==> src/ycc2rgb_pkg.sv <==
// Shared types and constants for the YCbCr to RGB565/RGB555 pixel converter.
package ycc2rgb_pkg;

   typedef logic signed [7:0] sample_type;
   typedef logic [15:0]       pixel_type;

   // configuration port
   localparam int CSR_INDEX_W = 1;
   localparam int CSR_DATA_W  = 1;
   localparam logic [CSR_INDEX_W-1:0] CSR_PIXEL_FORMAT = 1'd0;
   localparam logic [CSR_INDEX_W-1:0] CSR_LUMA_ONLY    = 1'd1;

   // pixel_format codes
   localparam logic FMT_RGB565 = 1'b0;
   localparam logic FMT_RGB555 = 1'b1;

   // chroma terms: red from Cr, green from Cb, green from Cr, blue from Cb
   localparam int N_TERMS       = 4;
   localparam int TERM_CR_RED   = 0;
   localparam int TERM_CB_GREEN = 1;
   localparam int TERM_CR_GREEN = 2;
   localparam int TERM_CB_BLUE  = 3;

   localparam int KPROD_W = 26;   // K*c + scale, signed
   localparam int MAG_W   = 25;   // |K*c + scale| < 2^25
   localparam int QUO_W   = 8;    // |quotient| <= 226
   localparam int TERM_W  = 9;    // signed quotient
   localparam int SUM_W   = 10;   // term + half luma, signed
   localparam int CH_W    = 7;    // clamped channel 0..127

   localparam logic signed [KPROD_W-1:0] K_TERM [N_TERMS] = '{
      26'sd140200, -26'sd34414, -26'sd71414, 26'sd177200
   };
   localparam logic [N_TERMS-1:0] TERM_USES_CR = 4'b0101;
   localparam logic signed [KPROD_W-1:0] K_SCALE = 26'sd100000;

   // floor(n / 100000) = (n * RECIP_M) >> RECIP_SHIFT, exact for n < 2^25
   localparam int RECIP_W     = 26;
   localparam int RECIP_SHIFT = 42;
   localparam int RPROD_W     = MAG_W + RECIP_W;
   localparam logic [RECIP_W-1:0] RECIP_M = 26'd43980466;

endpackage

==> src/ycc2rgb_req_if.sv <==
// Input channel: one level-shifted YCbCr pixel per transfer.
interface ycc2rgb_req_if import ycc2rgb_pkg::*; ();
   logic       valid;
   logic       ready;
   sample_type luma;
   sample_type chroma_blue;
   sample_type chroma_red;

   modport source (output valid, luma, chroma_blue, chroma_red, input ready);
   modport sink   (input valid, luma, chroma_blue, chroma_red, output ready);
endinterface

==> src/ycc2rgb_rsp_if.sv <==
// Result channel: one packed 16-bit pixel per transfer.
interface ycc2rgb_rsp_if import ycc2rgb_pkg::*; ();
   logic      valid;
   logic      ready;
   pixel_type pixel;

   modport source (output valid, pixel, input ready);
   modport sink   (input valid, pixel, output ready);
endinterface

==> src/ycbcr_to_rgb16_pixel.sv <==
// YCbCr to RGB565/RGB555 converter: five-stage pipeline, one pixel per clock while the result side is ready.
// rsp valid is the valid bit of the last stage, the output register that holds the packed pixel.
// Throughput: one pixel per clock while the result side is ready; the slowest stage is the 25x26 reciprocal multiply.
// Backpressure stalls only the stages behind a full one; bubbles are squeezed out.
// Reset (synchronous, active high) clears all stage valid bits and both config
// registers (RGB565, color mode); no clearing pass, ready right after reset.
module ycbcr_to_rgb16_pixel import ycc2rgb_pkg::*; (
   input  logic                   clock,
   input  logic                   reset,
   ycc2rgb_req_if.sink            req_ch,
   ycc2rgb_rsp_if.source          rsp_ch,
   input  logic                   csr_wr_en,
   input  logic [CSR_INDEX_W-1:0] csr_index,
   input  logic [CSR_DATA_W-1:0]  csr_wdata
);

   localparam int N_STAGES = 5;

   // config registers; the user must write them only while the pipe is empty, the block does not enforce it
   logic pixel_format_ff;
   logic luma_only_ff;

   always_ff @(posedge clock) begin
      if (reset) begin
         pixel_format_ff <= FMT_RGB565;
         luma_only_ff    <= 1'b0;
      end else if (csr_wr_en) begin
         unique case (csr_index)
            CSR_PIXEL_FORMAT: pixel_format_ff <= csr_wdata[0];
            CSR_LUMA_ONLY:    luma_only_ff    <= csr_wdata[0];
         endcase
      end
   end

   // ---------------------------------------------------------------------
   // Stage control. A stage loads when it is empty or its contents move on;
   // the last stage is the output register.
   // ---------------------------------------------------------------------
   logic [N_STAGES-1:0] vld_ff;
   logic [N_STAGES-1:0] vld_in;
   logic [N_STAGES-1:0] en;

   always_comb begin
      en[N_STAGES-1] = !vld_ff[N_STAGES-1] || rsp_ch.ready;
      for (int k = N_STAGES - 2; k >= 0; k--) begin
         en[k] = !vld_ff[k] || en[k+1];
      end
      if (en[0]) begin
         vld_in[0] = req_ch.valid;
      end else begin
         vld_in[0] = vld_ff[0];
      end
      for (int k = 1; k < N_STAGES; k++) begin
         if (en[k]) begin
            vld_in[k] = vld_ff[k-1];
         end else begin
            vld_in[k] = vld_ff[k];
         end
      end
   end

   always_ff @(posedge clock) begin
      if (reset) begin
         vld_ff <= '0;
      end else begin
         vld_ff <= vld_in;
      end
   end

   assign req_ch.ready = en[0];

   // ---------------------------------------------------------------------
   // Stage 1: p = K*c + scale for the four chroma terms. u = Y + 128.
   // ---------------------------------------------------------------------
   logic signed [KPROD_W-1:0] prod_in [N_TERMS];
   logic signed [KPROD_W-1:0] prod_ff [N_TERMS];
   logic [7:0]                u1_ff;

   always_comb begin
      for (int i = 0; i < N_TERMS; i++) begin
         prod_in[i] = K_TERM[i] * KPROD_W'(TERM_USES_CR[i] ? req_ch.chroma_red
                                                            : req_ch.chroma_blue)
                      + K_SCALE;
      end
   end

   always_ff @(posedge clock) begin
      if (en[0]) begin
         prod_ff <= prod_in;
         u1_ff   <= {~req_ch.luma[7], req_ch.luma[6:0]};
      end
   end

   // ---------------------------------------------------------------------
   // Stage 2: sign and magnitude, so the divide can truncate toward zero.
   // ---------------------------------------------------------------------
   logic [MAG_W-1:0]          mag_in [N_TERMS];
   logic signed [KPROD_W-1:0] abs_v  [N_TERMS];
   logic [MAG_W-1:0]          mag_ff [N_TERMS];
   logic [N_TERMS-1:0]        neg2_ff;
   logic [7:0]                u2_ff;

   always_comb begin
      for (int i = 0; i < N_TERMS; i++) begin
         abs_v[i]  = prod_ff[i][KPROD_W-1] ? -prod_ff[i] : prod_ff[i];
         mag_in[i] = abs_v[i][MAG_W-1:0];
      end
   end

   always_ff @(posedge clock) begin
      if (en[1]) begin
         mag_ff <= mag_in;
         for (int i = 0; i < N_TERMS; i++) begin
            neg2_ff[i] <= prod_ff[i][KPROD_W-1];
         end
         u2_ff <= u1_ff;
      end
   end

   // ---------------------------------------------------------------------
   // Stage 3: |p| / 100000 by reciprocal multiply.
   // ---------------------------------------------------------------------
   logic [RPROD_W-1:0] rprod  [N_TERMS];
   logic [QUO_W-1:0]   quo_in [N_TERMS];
   logic [QUO_W-1:0]   quo_ff [N_TERMS];
   logic [N_TERMS-1:0] neg3_ff;
   logic [7:0]         u3_ff;

   always_comb begin
      for (int i = 0; i < N_TERMS; i++) begin
         rprod[i]  = RPROD_W'(mag_ff[i]) * RPROD_W'(RECIP_M);
         quo_in[i] = rprod[i][RECIP_SHIFT +: QUO_W];
      end
   end

   always_ff @(posedge clock) begin
      if (en[2]) begin
         quo_ff  <= quo_in;
         neg3_ff <= neg2_ff;
         u3_ff   <= u2_ff;
      end
   end

   // ---------------------------------------------------------------------
   // Stage 4: restore sign, halve with floor, add half-scale luma.
   // ---------------------------------------------------------------------
   logic signed [TERM_W-1:0] q_s  [N_TERMS];
   logic signed [TERM_W-2:0] t_s  [N_TERMS];
   logic signed [SUM_W-1:0]  half_luma;
   logic signed [SUM_W-1:0]  sum_r_in, sum_g_in, sum_b_in;
   logic signed [SUM_W-1:0]  sum_r_ff, sum_g_ff, sum_b_ff;
   logic [7:0]               u4_ff;

   always_comb begin
      for (int i = 0; i < N_TERMS; i++) begin
         q_s[i] = neg3_ff[i] ? -$signed({1'b0, quo_ff[i]}) : $signed({1'b0, quo_ff[i]});
         t_s[i] = q_s[i][TERM_W-1:1];   // arithmetic shift right by one
      end
      half_luma = $signed({3'b000, u3_ff[7:1]});
      sum_r_in  = SUM_W'(t_s[TERM_CR_RED]) + half_luma;
      sum_g_in  = SUM_W'(t_s[TERM_CB_GREEN]) + SUM_W'(t_s[TERM_CR_GREEN]) + half_luma;
      sum_b_in  = SUM_W'(t_s[TERM_CB_BLUE]) + half_luma;
   end

   always_ff @(posedge clock) begin
      if (en[3]) begin
         sum_r_ff <= sum_r_in;
         sum_g_ff <= sum_g_in;
         sum_b_ff <= sum_b_in;
         u4_ff    <= u3_ff;
      end
   end

   // ---------------------------------------------------------------------
   // Stage 5 (output register): clamp to 0..127 and pack, or pack the luma alone in luma-only mode.
   // ---------------------------------------------------------------------
   function automatic logic [CH_W-1:0] clamp7(input logic signed [SUM_W-1:0] v);
      logic [CH_W-1:0] res;
      if (v < 0) begin
         res = '0;
      end else if (v > SUM_W'(127)) begin
         res = '1;
      end else begin
         res = v[CH_W-1:0];
      end
      return res;
   endfunction

   logic [CH_W-1:0] ch_r, ch_g, ch_b;
   pixel_type       pixel_in;
   pixel_type       pixel_ff;

   always_comb begin
      ch_r = clamp7(sum_r_ff);
      ch_g = clamp7(sum_g_ff);
      ch_b = clamp7(sum_b_ff);
      unique case ({luma_only_ff, pixel_format_ff})
         {1'b0, FMT_RGB565}: pixel_in = {ch_r[6:2], ch_g[6:1], ch_b[6:2]};
         {1'b0, FMT_RGB555}: pixel_in = {1'b0, ch_r[6:2], ch_g[6:2], ch_b[6:2]};
         {1'b1, FMT_RGB565}: pixel_in = {u4_ff[7:3], u4_ff[7:2], u4_ff[7:3]};
         {1'b1, FMT_RGB555}: pixel_in = {1'b0, u4_ff[7:3], u4_ff[7:3], u4_ff[7:3]};
         default:            pixel_in = '0;
      endcase
   end

   always_ff @(posedge clock) begin
      if (en[4]) begin
         pixel_ff <= pixel_in;
      end
   end

   assign rsp_ch.valid = vld_ff[N_STAGES-1];
   assign rsp_ch.pixel = pixel_ff;

   // ---------------------------------------------------------------------
   // Checks
   // ---------------------------------------------------------------------
   // a ready sink downstream must never stall the input side
   assert property (@(posedge clock) disable iff (reset)
      rsp_ch.ready |-> req_ch.ready)
      else $error("input stalled while result side is ready");

   // with rsp ready held after an input transfer, the pixel reaches the output register
   assert property (@(posedge clock) disable iff (reset)
      (req_ch.valid && req_ch.ready) ##1 rsp_ch.ready ##1 rsp_ch.ready
         ##1 rsp_ch.ready ##1 rsp_ch.ready |=> rsp_ch.valid)
      else $error("pixel lost in pipeline");

   // RGB555 leaves the top bit clear
   assert property (@(posedge clock) disable iff (reset)
      (rsp_ch.valid && pixel_format_ff == FMT_RGB555) |-> !rsp_ch.pixel[15])
      else $error("bit 15 set in RGB555 pixel");

endmodule

==> src/flat_wrapper.sv <==
// flat-port wrapper written by rule: the top's interface ports become plain ports
module ycbcr_to_rgb16_pixel_flat import ycc2rgb_pkg::*;
  (clock, reset, csr_wr_en, csr_index, csr_wdata, req_ch_valid, req_ch_luma, req_ch_chroma_blue, req_ch_chroma_red, req_ch_ready, rsp_ch_valid, rsp_ch_pixel, rsp_ch_ready);
  ycc2rgb_req_if req_ch_i ();
  ycc2rgb_rsp_if rsp_ch_i ();
  input  logic clock;
  input  logic reset;
  input  logic csr_wr_en;
  input  logic [CSR_INDEX_W-1:0] csr_index;
  input  logic [CSR_DATA_W-1:0] csr_wdata;
  input wire logic [$bits(req_ch_i.valid)-1:0] req_ch_valid;
  input wire logic [$bits(req_ch_i.luma)-1:0] req_ch_luma;
  input wire logic [$bits(req_ch_i.chroma_blue)-1:0] req_ch_chroma_blue;
  input wire logic [$bits(req_ch_i.chroma_red)-1:0] req_ch_chroma_red;
  output wire logic [$bits(req_ch_i.ready)-1:0] req_ch_ready;
  output wire logic [$bits(rsp_ch_i.valid)-1:0] rsp_ch_valid;
  output wire logic [$bits(rsp_ch_i.pixel)-1:0] rsp_ch_pixel;
  input wire logic [$bits(rsp_ch_i.ready)-1:0] rsp_ch_ready;
  assign req_ch_i.valid = req_ch_valid;
  assign req_ch_i.luma = req_ch_luma;
  assign req_ch_i.chroma_blue = req_ch_chroma_blue;
  assign req_ch_i.chroma_red = req_ch_chroma_red;
  assign req_ch_ready = req_ch_i.ready;
  assign rsp_ch_valid = rsp_ch_i.valid;
  assign rsp_ch_pixel = rsp_ch_i.pixel;
  assign rsp_ch_i.ready = rsp_ch_ready;
  ycbcr_to_rgb16_pixel u_core (.clock(clock), .reset(reset), .req_ch(req_ch_i), .rsp_ch(rsp_ch_i), .csr_wr_en(csr_wr_en), .csr_index(csr_index), .csr_wdata(csr_wdata));
endmodule
==> config.mk <==
export PLATFORM = sky130hd
export DESIGN_NAME = ycbcr_to_rgb16_pixel_flat
export DESIGN_NICKNAME = d
export VERILOG_FILES = /design/src/ycc2rgb_pkg.sv /design/src/ycc2rgb_req_if.sv /design/src/ycc2rgb_rsp_if.sv /design/src/ycbcr_to_rgb16_pixel.sv /design/src/flat_wrapper.sv
export SDC_FILE = /design/constraint.sdc
export NUM_CORES = 2
export LEC_CHECK = 0
export ABC_AREA = 1
export BUFFER_PORTS_ARGS = -buffer_cell sky130_fd_sc_hd__buf_2
export CAP_MARGIN = 40
export CORE_UTILIZATION = 60
export DETAILED_ROUTE_END_ITERATION = 8
export PLACE_DENSITY = 0.76
export SETUP_SLACK_MARGIN = 0.2
export SYNTH_ARGS = -nofsm -noshare
export SYNTH_HDL_FRONTEND = slang
export SYNTH_SLANG_ARGS = --single-unit
export TNS_END_PERCENT = 100
==> constraint.sdc <==
create_clock -name clock -period 11.1 [get_ports clock]
set_input_delay 0 -clock clock [delete_from_list [all_inputs] [get_ports clock]]
set_output_delay 0 -clock clock [all_outputs]
set_load 0.005 [all_outputs]
==> summary.md <==
| Metric | Value |
|---|---|
| Seq/Total Area, Yosys | `12.9%` |
| Synth Register Bits | `294` |
| CP top delay family | `adder cells` |
| Count leader, synth | `inv_1` |
| First-pass DRT Iterations | `6` |
| Avg Cell Area, Syn | `8.95 um2` |
| Post-route minimum period | `6.48 ns` |
| Num rows | `123` |
| Most numerous cell on the critical path | `fa_1` |
| Slowest-stage cell, CP | `edfxtp_1` |
| Postcts setup bufs | `0` |
| Worst Setup Path Type | `flop to flop` |
| Placer Congestion | `0.972` |
| Largest stage delay, worst path | `0.84 ns` |
| Placed cell areas | `0.0701 mm2` |
| I/O Pins | `49` |
| Root Buffer | `clkbuf_16` |
| Initial antenna violation count | `2` |
| DIE HEIGHT | `338 um` |
| Syn nets | `9957` |
| FILL cells | `9420` |
| Global-route wire length before repair | `267000 um` |
| Min-delay src | `req_ch_chroma_red[2]` |
| Startpoint Class | `flop` |
| Area contributors post-synth | `fa_1 (30%), ha_1 (24%), edfxtp_1 (13%), inv_1 (12%), nand2_1 (5.1%)` |
| Run status | `finished clean` |
| Initial Util | `60.4%` |
| Warning count from the yosys run | `0` |
| Critical Path RT | `11.43 ns` |
| Post-route cell area | `0.0714 mm2` |
| Core ar. | `0.112 mm2` |
| Endpoints failing hold | `0` |
| Worst Reg-to-Reg Cells | `19` |
| Final Cycle Share | `58.4%` |
| Synth top area share | `30.2%` |
| Area grow syn2layout | `5.22%` |
| Primary FF master, synth | `edfxtp_1` |
| WP buf/inv | `5` |
| Placed insts | `9131` |
| Non-Filler Instances | `9210` |
| Hold Path Sink | `u_core.prod_ff[29]$_DFFE_PP_` |
| Vias in the first global route | `51500` |
| Synth Cell Area | `0.0679 mm2` |
| Syn Inst Count | `7584` |
| Max clock buf depth | `3` |
| Multi-input logic area | `0.0508 mm2` |
| Worst path cell trace | `ha_1, fa_1, inv_1, fa_1, inv_1, fa_1, fa_1, fa_1, inv_1, fa_1, inv_1, ha_1, nand2_1, nor2_1, inv_1, nor4_1, nand4_1, nand3_1, xor2_1` |
| DR DRC count | `0` |
| Vias | `49300` |
| PortBufs | `47` |
| R2R Setup Slk | `4.62 ns` |
| R2r endpoint | `u_core.quo_ff[1]$_DFFE_PP_` |
| Routed WL per cell | `17.7 um` |
| Worst r2r src | `u_core.mag_ff[19]$_DFFE_PP_` |
| Synth area leader | `fa_1` |
| Die area | `0.115 mm2` |
| Worst Tran Pin Value | `0.911 ns` |
| Final setup violation count | `0` |
| Synth top cells by count | `inv_1 (2218), ha_1 (1319), fa_1 (1023)` |
| Max H-tree Level | `2` |
| Clk slew on worst S/H paths | `0.06 ns` |
| Tot GR Track Use | `29.5%` |
| Fin Setup TNS | `0 ns` |
| Setup Skew | `0.0321 ns` |
| Sequential cell area | `0.00876 mm2` |
| Antenna Cells | `0` |
| CTS tree | `done` |
| Crit path from | `u_core.mag_ff[19]$_DFFE_PP_` |
| RSZ-0062 raised after global routing | `false` |
| Die Wd | `338 um` |
| Total CTS buffers | `34` |
| Critical Path AT | `6.81 ns` |
| Fraction of layout cells with a size suffix above 1 | `2.92%` |
| Relative slew slack | `39.2%` |
| Post-DP HPWL | `144000 um` |
| Number of max-cap violations | `0` |
| Aggregate global routing overflow | `0` |
| Post-Route WL | `163000 um` |
| Largest net degree at the start of global routing | `54` |
| Fin util | `63.6%` |
| Clk sinks | `294` |
| First DRT Iteration DRCs | `3483` |
| Critical Path Fanout Max | `12` |
| Crit. End Element | `flop` |
| Asr flop ratio synth | `0%` |
| DR vias/cell | `5.35` |
| Post-synth EDFFs | `287` |
| Fin. max-slew vios | `0` |
| Cell variety after synth | `55` |
| Peak Freq | `0.154 GHz` |
| Clock Latency Late Sink | `0.60 ns` |
| Worst hold stages | `2` |
| Nets | `10100` |
| Antenna Nets Post-Route | `0` |
| Worst hold path type | `input pin to flop` |
sequential cells by signal, summed over array words and instances, names as in the netlist, 7 cells and up:
register,flops
u_core.mag_ff,89
u_core.sum_b_ff,7
u_core.sum_r_ff,7
u_core.prod_ff,92
u_core.u3_ff,7
u_core.quo_ff,32
u_core.sum_g_ff,9
u_core.u1_ff,7
u_core.u2_ff,7
u_core.rsp_ch.pixel,16
kinds of logic (layout without fill, tap and decap cells):
group,after synthesis,in the layout,share of synthesized area [%]
compound gates,650,650,5.39
xor+xnor,252,252,3.27
fa+ha+maj,2342,2342,54.5
buf+inv,2233,2359,12.3
flops,294,294,12.9
simple gates,1813,1813,11.6
worst register-to-register path: stages, from the launching register on:
cell and delay [ns]:
edfxtp_1 0.84, ha_1 0.38, fa_1 0.56, inv_1 0.09
fa_1 0.53, inv_1 0.05, fa_1 0.48, fa_1 0.47
fa_1 0.52, inv_1 0.05, fa_1 0.47, inv_1 0.05
ha_1 0.31, nand2_1 0.12, nor2_1 0.15, inv_1 0.09
nor4_1 0.48, nand4_1 0.21, nand3_1 0.26, xor2_1 0.11
routing by layer:
layer	up-vias	wire, um	GRT usage (%)	part of all wire, %
li1	23700	-	-	-
met1	24000	76600	43.4	47
met2	1334	71400	45.5	44
met3	185	11400	4.87	7.0
met4	0	3700	6.67	2.3
met5	-	0	0	0
cells in the final DEF (no fill, tap or decap), types with 26 or more instances in the layout:
cell,count
inv_1,2216
xor2_1,166
a31oi_1,44
nand3_1,204
nor3_1,53
fa_1,1023
edfxtp_1,287
xnor2_1,84
buf_2,47
nand2_1,916
a21oi_1,275
nand2_2,38
nand4_1,65
o21ai_0,198
a21o_1,33
nor4_1,26
nor2_1,412
ha_1,1319
clkbuf_16,35
cell type report:
cell class,instances,area share [%]
Clock inverter,20,0.356
Clock buffer,38,1.24
Timing Repair Buffer,78,0.774
Inverter,2223,11.7
Sequential cell,294,12.3
Multi-Input combinational cell,5057,71.1
Tap cell,1500,2.63
worst max path at each step:
stage                                        endpoint  depth (start not counted)
final                      u_core.quo_ff[1]$_DFFE_PP_                         19
after global routing       u_core.quo_ff[1]$_DFFE_PP_                         21
after global placement     u_core.quo_ff[1]$_DFFE_PP_                         19
after floorplan           u_core.quo_ff[14]$_DFFE_PP_                         20
after CTS                  u_core.quo_ff[1]$_DFFE_PP_                         19
after detailed placement  u_core.quo_ff[24]$_DFFE_PP_                         19
what timing repair did:
item / 4_1_cts / 5_1_grt
hold buffers: 21 / 0
endpoints found under the hold margin: 20 / 0
endpoints found under the setup margin: 0 / 0
gates resized for setup: 0 / 0
stage by stage:
step / hold slack, ns / worst slack (ns)
after floorplan: 0.0691 / 5.59
after global placement: 0.179 / 4.74
after detailed placement: 0.178 / 4.72
after CTS: 0.0285 / 4.69
after global routing: 0.0839 / 4.39
final: 0.0925 / 4.62
Power is left out: the tool's default activity adds up to more than one toggle a clock period on the data nets, which glitch-free logic cannot reach.
